===== src/hdl/ppc_ram.sv =====
module ppc_ram #(
    parameter int WIDTH = 8,
    parameter int DEPTH = 16
) (
    input  logic                     i_clk,
    input  logic                     i_we,
    input  logic [$clog2(DEPTH)-1:0] i_waddr,
    input  logic [WIDTH-1:0]         i_wdata,
    input  logic [$clog2(DEPTH)-1:0] i_raddr,
    output logic [WIDTH-1:0]         o_rdata
);

    logic [WIDTH-1:0] r_mem [DEPTH];
    logic [WIDTH-1:0] r_rdata;

    // Write port
    always_ff @(posedge i_clk) begin
        if (i_we) begin
            r_mem[i_waddr] <= i_wdata;
        end
    end

    // Registered read port
    always_ff @(posedge i_clk) begin
        r_rdata <= r_mem[i_raddr];
    end

    assign o_rdata = r_rdata;

endmodule


===== config.mk =====
export PLATFORM = sky130hd
export DESIGN_NAME = ppc_ram
export DESIGN_NICKNAME = d
export VERILOG_FILES = /design/src/hdl/ppc_ram.sv
export SDC_FILE = /design/constraint.sdc
export NUM_CORES = 1
export LEC_CHECK = 0
export BUFFER_PORTS_ARGS = -buffer_cell sky130_fd_sc_hd__buf_2
export CAP_MARGIN = 15
export CORE_ASPECT_RATIO = 1.25
export CORE_MARGIN = 3
export CORE_UTILIZATION = 53
export CTS_CLUSTER_DIAMETER = 60
export DETAILED_ROUTE_END_ITERATION = 12
export PLACE_DENSITY = 0.78
export SYNTH_ARGS = -nofsm -noshare
export SYNTH_HDL_FRONTEND = slang
export SYNTH_SLANG_ARGS = --single-unit

===== constraint.sdc =====
create_clock -name i_clk -period 5.1 [get_ports i_clk]
set_input_delay 0.51 -clock i_clk [delete_from_list [all_inputs] [get_ports i_clk]]
set_output_delay 0.51 -clock i_clk [all_outputs]
set_load 0.005 [all_outputs]

==> results.md, run 1 <==
* RSZ-0062 raised after global routing: no
* Core Region at 9320 um^2
* Req. time, crit path at 5380 ps
* Post-synth net total at 247
* Vias in the first global route at 2459
* Setup Skew at 5.26 ps
* Setup TNS at 0 ps
* Postcts setup bufs at 0
* GR peak layer: met2
* Average instance area after synthesis at 22.5 um^2
* Worst Path Arrival at 2370 ps
* Drc violations at 0
* Final hold violations at 0
* Proportion of layout cells with a drive suffix above 1 at 0.287
* Power Density at 442 nW/um^2
* Adder-cell share of the synthesized area at 0
* GR Util All Layers at 0.196
* Slowest stage cell, crit path: buf_2
* Vias per cell at 5.94
* GR Util met3 at 0.0567
* Placed insts at 370
* Site Rows at 39
* Post-synthesis mux area share at 0.150
* P_leak at 2.02 nW
* Final Cycle Share at 0.409
* Compound-Gate Fraction of Synth Area at 0.0233
* Cts bufs inserted at 17
* Finished Layout Cells at 402
* Synth-to-Final Area Change at 16.6%
* Met1 Resource Use GR at 0.260
* Final setup vio count at 0
* Syn Inst Count at 229
* Clk buf depth at 2
* Final Wtd Congestion at 0.733
* Max-Cap Viols at 0
* Largest net degree at the start of global routing at 33
* DR vias at 2387
* Power Internal at 0.00215 W
* Status: completed
* Syn Std Cell Area at 5150 um^2
* Clock Sinks at 136
* Critical path peak fanout at 32
* Crit path largest cell delay at 740 ps
* # diodes at 0
* Combinational group share of total power at 0.040
* Starting Density at 0.552
* Port bufs at 25
* Min-Delay Path Class: in -> reg
* Sequential share of power at 0.474
* Largest family of logic cells by synthesized area: multiplexers
* Die area at 10900 um^2
* Drt pass-1 iters at 4
* Slew Limit Fails at 0
* Slew HR at 0.330
* Hold_buf cts at 0
* Post-synthesis simple-gate area fraction at 0.0318
* Measured slew at the worst slew-check pin at 1010 ps
* Setup crit start kind: primary input
* Total congestion overflow at 0
* Crit path time final at 2090 ps
* Post_cts resized at 0
* Worst-path cell chain: buf_2, mux4_1, a22oi_1, nand2_1
* Sw frac at 0.188
* Routed WL at 9770 um
* Peak Freq at 479 MHz
* Type of the worst setup path: in -> reg
* Worst-path clk slew at 60 ps
* Flops & latches, synth at 136
* Setup WS pre-CTS at 2560 ps
* Synth Warn # at 0
* Die Y at 116 um
* Sequential cell area fraction in the yosys report at 0.778
* Final setup margin at 3010 ps
* XOR/XNOR Fraction of Synth Area at 0
* Initial antenna violation count at 0
* Root Driver: clkbuf_16
* # IOs at 26
* CTS tree: done
* Global-route wire length before repair at 14600 um
* Post-DR wirelength/cell at 24.3 um
* Worst-Skew Late Latency at 410 ps
* Crit path capture type: flip-flop
* Antenna-violating nets left at 0
* Peak VDD IR at 307 uV
* M2 GR Usage at 0.307
* Number of H-tree levels at 4
* Dpl hpwl at 5660 um
* Iter 0 DRT Violations at 184
* Cell variety after synth at 19
* Clock group share of total power at 0.485
* Fin nets at 284
* Die Wd at 94.1 um
* Psw at 0.000499 W
synthesized netlist by cell type:
cell             instances  share of area
dfxtp_1                  8          0.031
nand2b_1                 2         0.0024
or3b_2                   1         0.0017
nor3_1                   4         0.0039
nand2_1                  9         0.0066
nor2b_1                  1         0.0012
and2_1                   1         0.0012
clkdlybuf4s25_2          3         0.0058
buf_6                    3         0.0066
buf_2                    3         0.0029
nand3_1                  1        0.00097
nor2_1                  13         0.0095
and2b_1                  1         0.0015
mux4_2                  18          0.079
edfxtp_1               128           0.75
nand3b_1                 2         0.0029
buf_4                    1         0.0015
mux4_1                  14          0.071
a22oi_1                 16          0.023
per-layer routing:
layer	wire length, um	up-vias
li1	-	1047
met5	0	-
met2	5010	83
met3	557	18
met4	240	0
met1	3960	1239
state kept, by name, summed over array words and instances (netlist names):
name,flops
r_mem,128
o_rdata,8
final timing paths:
check,start,to,slack (ps),depth (start not counted)
max reg2reg,r_mem[0][5],o_rdata[5],3590,3
min reg2reg,r_mem[14][2],o_rdata[2],680,3
min,i_wdata[4],r_mem[2][4],480,1
max,i_raddr[0],o_rdata[5],3010,4
cell usage in the layout (no fill, tap or decap), drive strengths merged:
cell type,netlist,routed
a22oi,16,16
and2,1,1
and2b,1,1
buf,7,28
bufinv,0,5
clkbuf,0,17
clkinv,0,7
clkinvlp,0,3
dfxtp,8,8
edfxtp,128,128
mux4,32,32
nand2,9,9
nand2b,2,2
nand3,1,1
nand3b,2,2
nor2,13,13
nor2b,1,1
nor3,4,4
or3b,1,1
cell type report:
type	instances	area [um^2]
multi-input combinational	83	1060
clock buffer	17	425
timing repair buffer	28	148
fill	588	3320
clock inverter	15	208
tap	123	154
sequential	136	4000
power groups by stage:
| stage | clock [W] | combinational (W) | sequential, W |
|---|---|---|---|
| 2_1_floorplan | 0 | 0.0000634 | 0.00128 |
| 3_3_place_gp | 0 | 0.000105 | 0.00128 |
| 3_5_place_dp | 0 | 0.000108 | 0.00128 |
| 4_1_cts | 0.00130 | 0.000109 | 0.00126 |
| 5_1_grt | 0.00135 | 0.000117 | 0.00126 |
| 6_report | 0.00129 | 0.000107 | 0.00126 |
cells by family after synthesis:
logic type | after synthesis
and+or+nand+nor | 35
muxes | 32
buffers and inverters | 10
AOI/OAI and AO/OA | 16
DFF | 136
per-stage QoR:
stage / util / hold WS [ps] / total power, W / cell area, um^2
6_report: 0.644 / 479 / 0.00265 / 6000
4_1_cts: 0.644 / 467 / 0.00267 / 6000
3_5_place_dp: 0.576 / 664 / 0.00139 / 5370
2_1_floorplan: - / 609 / 0.00134 / 5150
5_1_grt: 0.644 / 471 / 0.00272 / 6000
3_3_place_gp: 0.575 / 650 / 0.00138 / 5360
worst max-delay path: cells and delay by family:
kind	cells	cell delay, ps
compound gates	1	330
buf+inv	1	740
mux	1	650
simple gates	1	130
Power figures use the tool's default switching activity.
==> run 2, diff against run 1 <==
Clock period 5.1 ns to 2 ns, I/O delays scaled along.
==> run 2 against run 1 <==
Against the previous run: total power rose to 2.6 times the previous value; core utilization up 1.5 points; clock-buffer cell count unchanged; die area unchanged; cell count up 4.0%; clock power rose to 2.6 times the previous value.
==> results.md, run 2 (same netlist as run 1, synthesis figures left out) <==
* Clock Sinks at 136 (unchanged)
* Setup crit start kind: flip-flop
* Crit path time final at 1330 ps
* Vias in the first global route at 2578 (+4.8%)
* Clk buf depth at 2 (unchanged)
* Proportion of layout cells with a drive suffix above 1 at 0.312 (+0.0251)
* Req. time, crit path at 2300 ps (-3080 ps)
* Largest register FFs at 128 (unchanged)
* Vias per cell at 5.94 (+0.12%)
* DR vias at 2485 (+4.1%)
* Iter 0 DRT Violations at 187 (+1.6%)
* WP buf/inv at 0 (-1)
* Routed WL at 9720 um (-0.48%)
* Post-DR wirelength/cell at 23.3 um (-4.3%)
* Setup Skew at 4.91 ps (-0.355 ps)
* Power Density at 1110 nW/um^2 (+150%)
* Die Y at 116 um (unchanged)
* Measured slew at the worst slew-check pin at 591 ps (-415 ps)
* P_leak at 2.11 nW (+4.3%)
* Final setup vio count at 0 (unchanged)
* Global-route wire length before repair at 15100 um (+3.2%)
* Worst-Skew Late Latency at 420 ps (about the same)
* RSZ-0062 raised after global routing: no
* Total congestion overflow at 0 (unchanged)
* Peak VDD IR at 831 uV (+170%)
* Site Rows at 39 (unchanged)
* Crit path largest cell delay at 490 ps (-250 ps)
* Postcts setup bufs at 0 (unchanged)
* Status: completed
* Die area at 10900 um^2 (unchanged)
* Antenna-violating nets left at 0 (unchanged)
* R2R setup slack at 670 ps (-2920 ps)
* Fin nets at 300 (+5.6%)
* Root Driver: clkbuf_16
* Sequential share of power at 0.473 (about the same)
* Placed insts at 386 (+4.3%)
* Core Region at 9320 um^2 (unchanged)
* Setup WS pre-CTS at 342 ps (-2220 ps)
* Crit path capture type: flip-flop
* Type of the worst setup path: reg -> reg
* Final Wtd Congestion at 0.748 (+2.1%)
* Peak Freq at 754 MHz
* Dpl hpwl at 5790 um (+2.4%)
* # IOs at 26 (unchanged)
* Slowest stage cell, crit path: mux4_2
* Sw frac at 0.190 (+0.00157)
* Number of H-tree levels at 4 (unchanged)
* Biggest register: r_mem
* Placed Area at 5510 um^2 (+2.6%)
* # diodes at 0 (unchanged)
* Cts bufs inserted at 17 (unchanged)
* Hold_buf cts at 0 (unchanged)
* Initial antenna violation count at 0 (unchanged)
* Drt pass-1 iters at 4 (unchanged)
* Clock group share of total power at 0.485 (about the same)
* Worst-path clk slew at 60 ps (about the same)
* Most common cell after layout, fill and taps aside: edfxtp_1
* Critical path peak fanout at 1 (-97%)
* Combinational group share of total power at 0.042 (+0.002)
* Final hold violations at 0 (unchanged)
* Final Cycle Share at 0.663
* Largest net degree at the start of global routing at 33 (unchanged)
* Worst Path Arrival at 1630 ps (-740 ps)
* Design area at 6140 um^2 (+2.3%)
* Setup TNS at 0 ps (unchanged)
* Final setup margin at 673 ps (-2340 ps)
* Final hold slack at 163 ps (-316 ps)
* GR Util All Layers at 0.202 (+0.00619)
* Commonest cells after routing, fill and taps aside: edfxtp_1 (128), buf_2 (25), mux4_2 (18), clkbuf_16 (17), buf_4 (17)
* Slew Limit Fails at 0 (unchanged)
* Psw at 0.00129 W (+160%)
* Min-Delay Path Class: in -> reg
* Port bufs at 25 (unchanged)
* Slew HR at 0.605 (+0.275)
* Crit-path leading delay family: multiplexers
* Power Internal at 0.00550 W (+160%)
* Starting Density at 0.552 (unchanged)
* Max-Cap Viols at 0 (unchanged)
* Synth-to-Final Area Change at 19.3%
* Die Wd at 94.1 um (unchanged)
* Worst-path cell chain: mux4_2, a22oi_1, nand2_1
* Finished Layout Cells at 418 (+4.0%)
* CTS tree: done
* Post_cts resized at 0 (unchanged)
* Drc violations at 0 (unchanged)
-- run 2: changes by cell type in the layout (fill, tap and decap cells not counted) --
cell      change
buf_12        +2
buf_4        +14
clkinv_1      +3
clkinv_2      -4
clkinv_4      +1
nor3_1        +1
nor3_2        -1
-- run 2: power by group through the flow --
| stage | Combinational [W] | Clock [W] | Sequential [W] |
|---|---|---|---|
| 2_1_floorplan | 0.000162 | 0 | 0.00326 |
| 3_3_place_gp | 0.000281 | 0 | 0.00326 |
| 3_5_place_dp | 0.000289 | 0 | 0.00327 |
| 4_1_cts | 0.000293 | 0.00332 | 0.00321 |
| 5_1_grt | 0.000315 | 0.00345 | 0.00321 |
| 6_report | 0.000287 | 0.00329 | 0.00321 |
-- run 2: metal layers --
layer,share of wire,global-route usage,vias to the layer above
met5,0,0,-
met4,0.027,0.105,0
met3,0.055,0.0606,25
met2,0.51,0.309,83
met1,0.41,0.267,1301
li1,-,-,1076
-- run 2: worst reg2reg max path, cell delays in order, from the launching register on --
cell and delay (ps):
edfxtp_1 370, mux4_2 490, a22oi_1 270, nand2_1 80
-- run 2: metrics by stage --
stage | total power, W | utilization
floorplan | 0.00342 | -
global placement | 0.00354 | 0.591
detailed placement | 0.00356 | 0.591
CTS | 0.00683 | 0.659
global route | 0.00698 | 0.659
finish | 0.00679 | 0.659
-- run 2: layout make-up --
cell class,instances,area (um^2)
repair buffers,44,293
clock buffers,17,425
clock inverters,15,208
flip-flops and latches,136,4000
multi-input cells,83,1060
fillers,596,3180
well taps,123,154
-- run 2: path summary, 6_finish.rpt --
path	cells past startpoint	startpoint	end
max	3	r_mem[11][6]	o_rdata[6]
min	1	i_wdata[1]	r_mem[6][1]
max reg2reg	3	r_mem[11][6]	o_rdata[6]
min reg2reg	3	r_mem[8][2]	o_rdata[2]
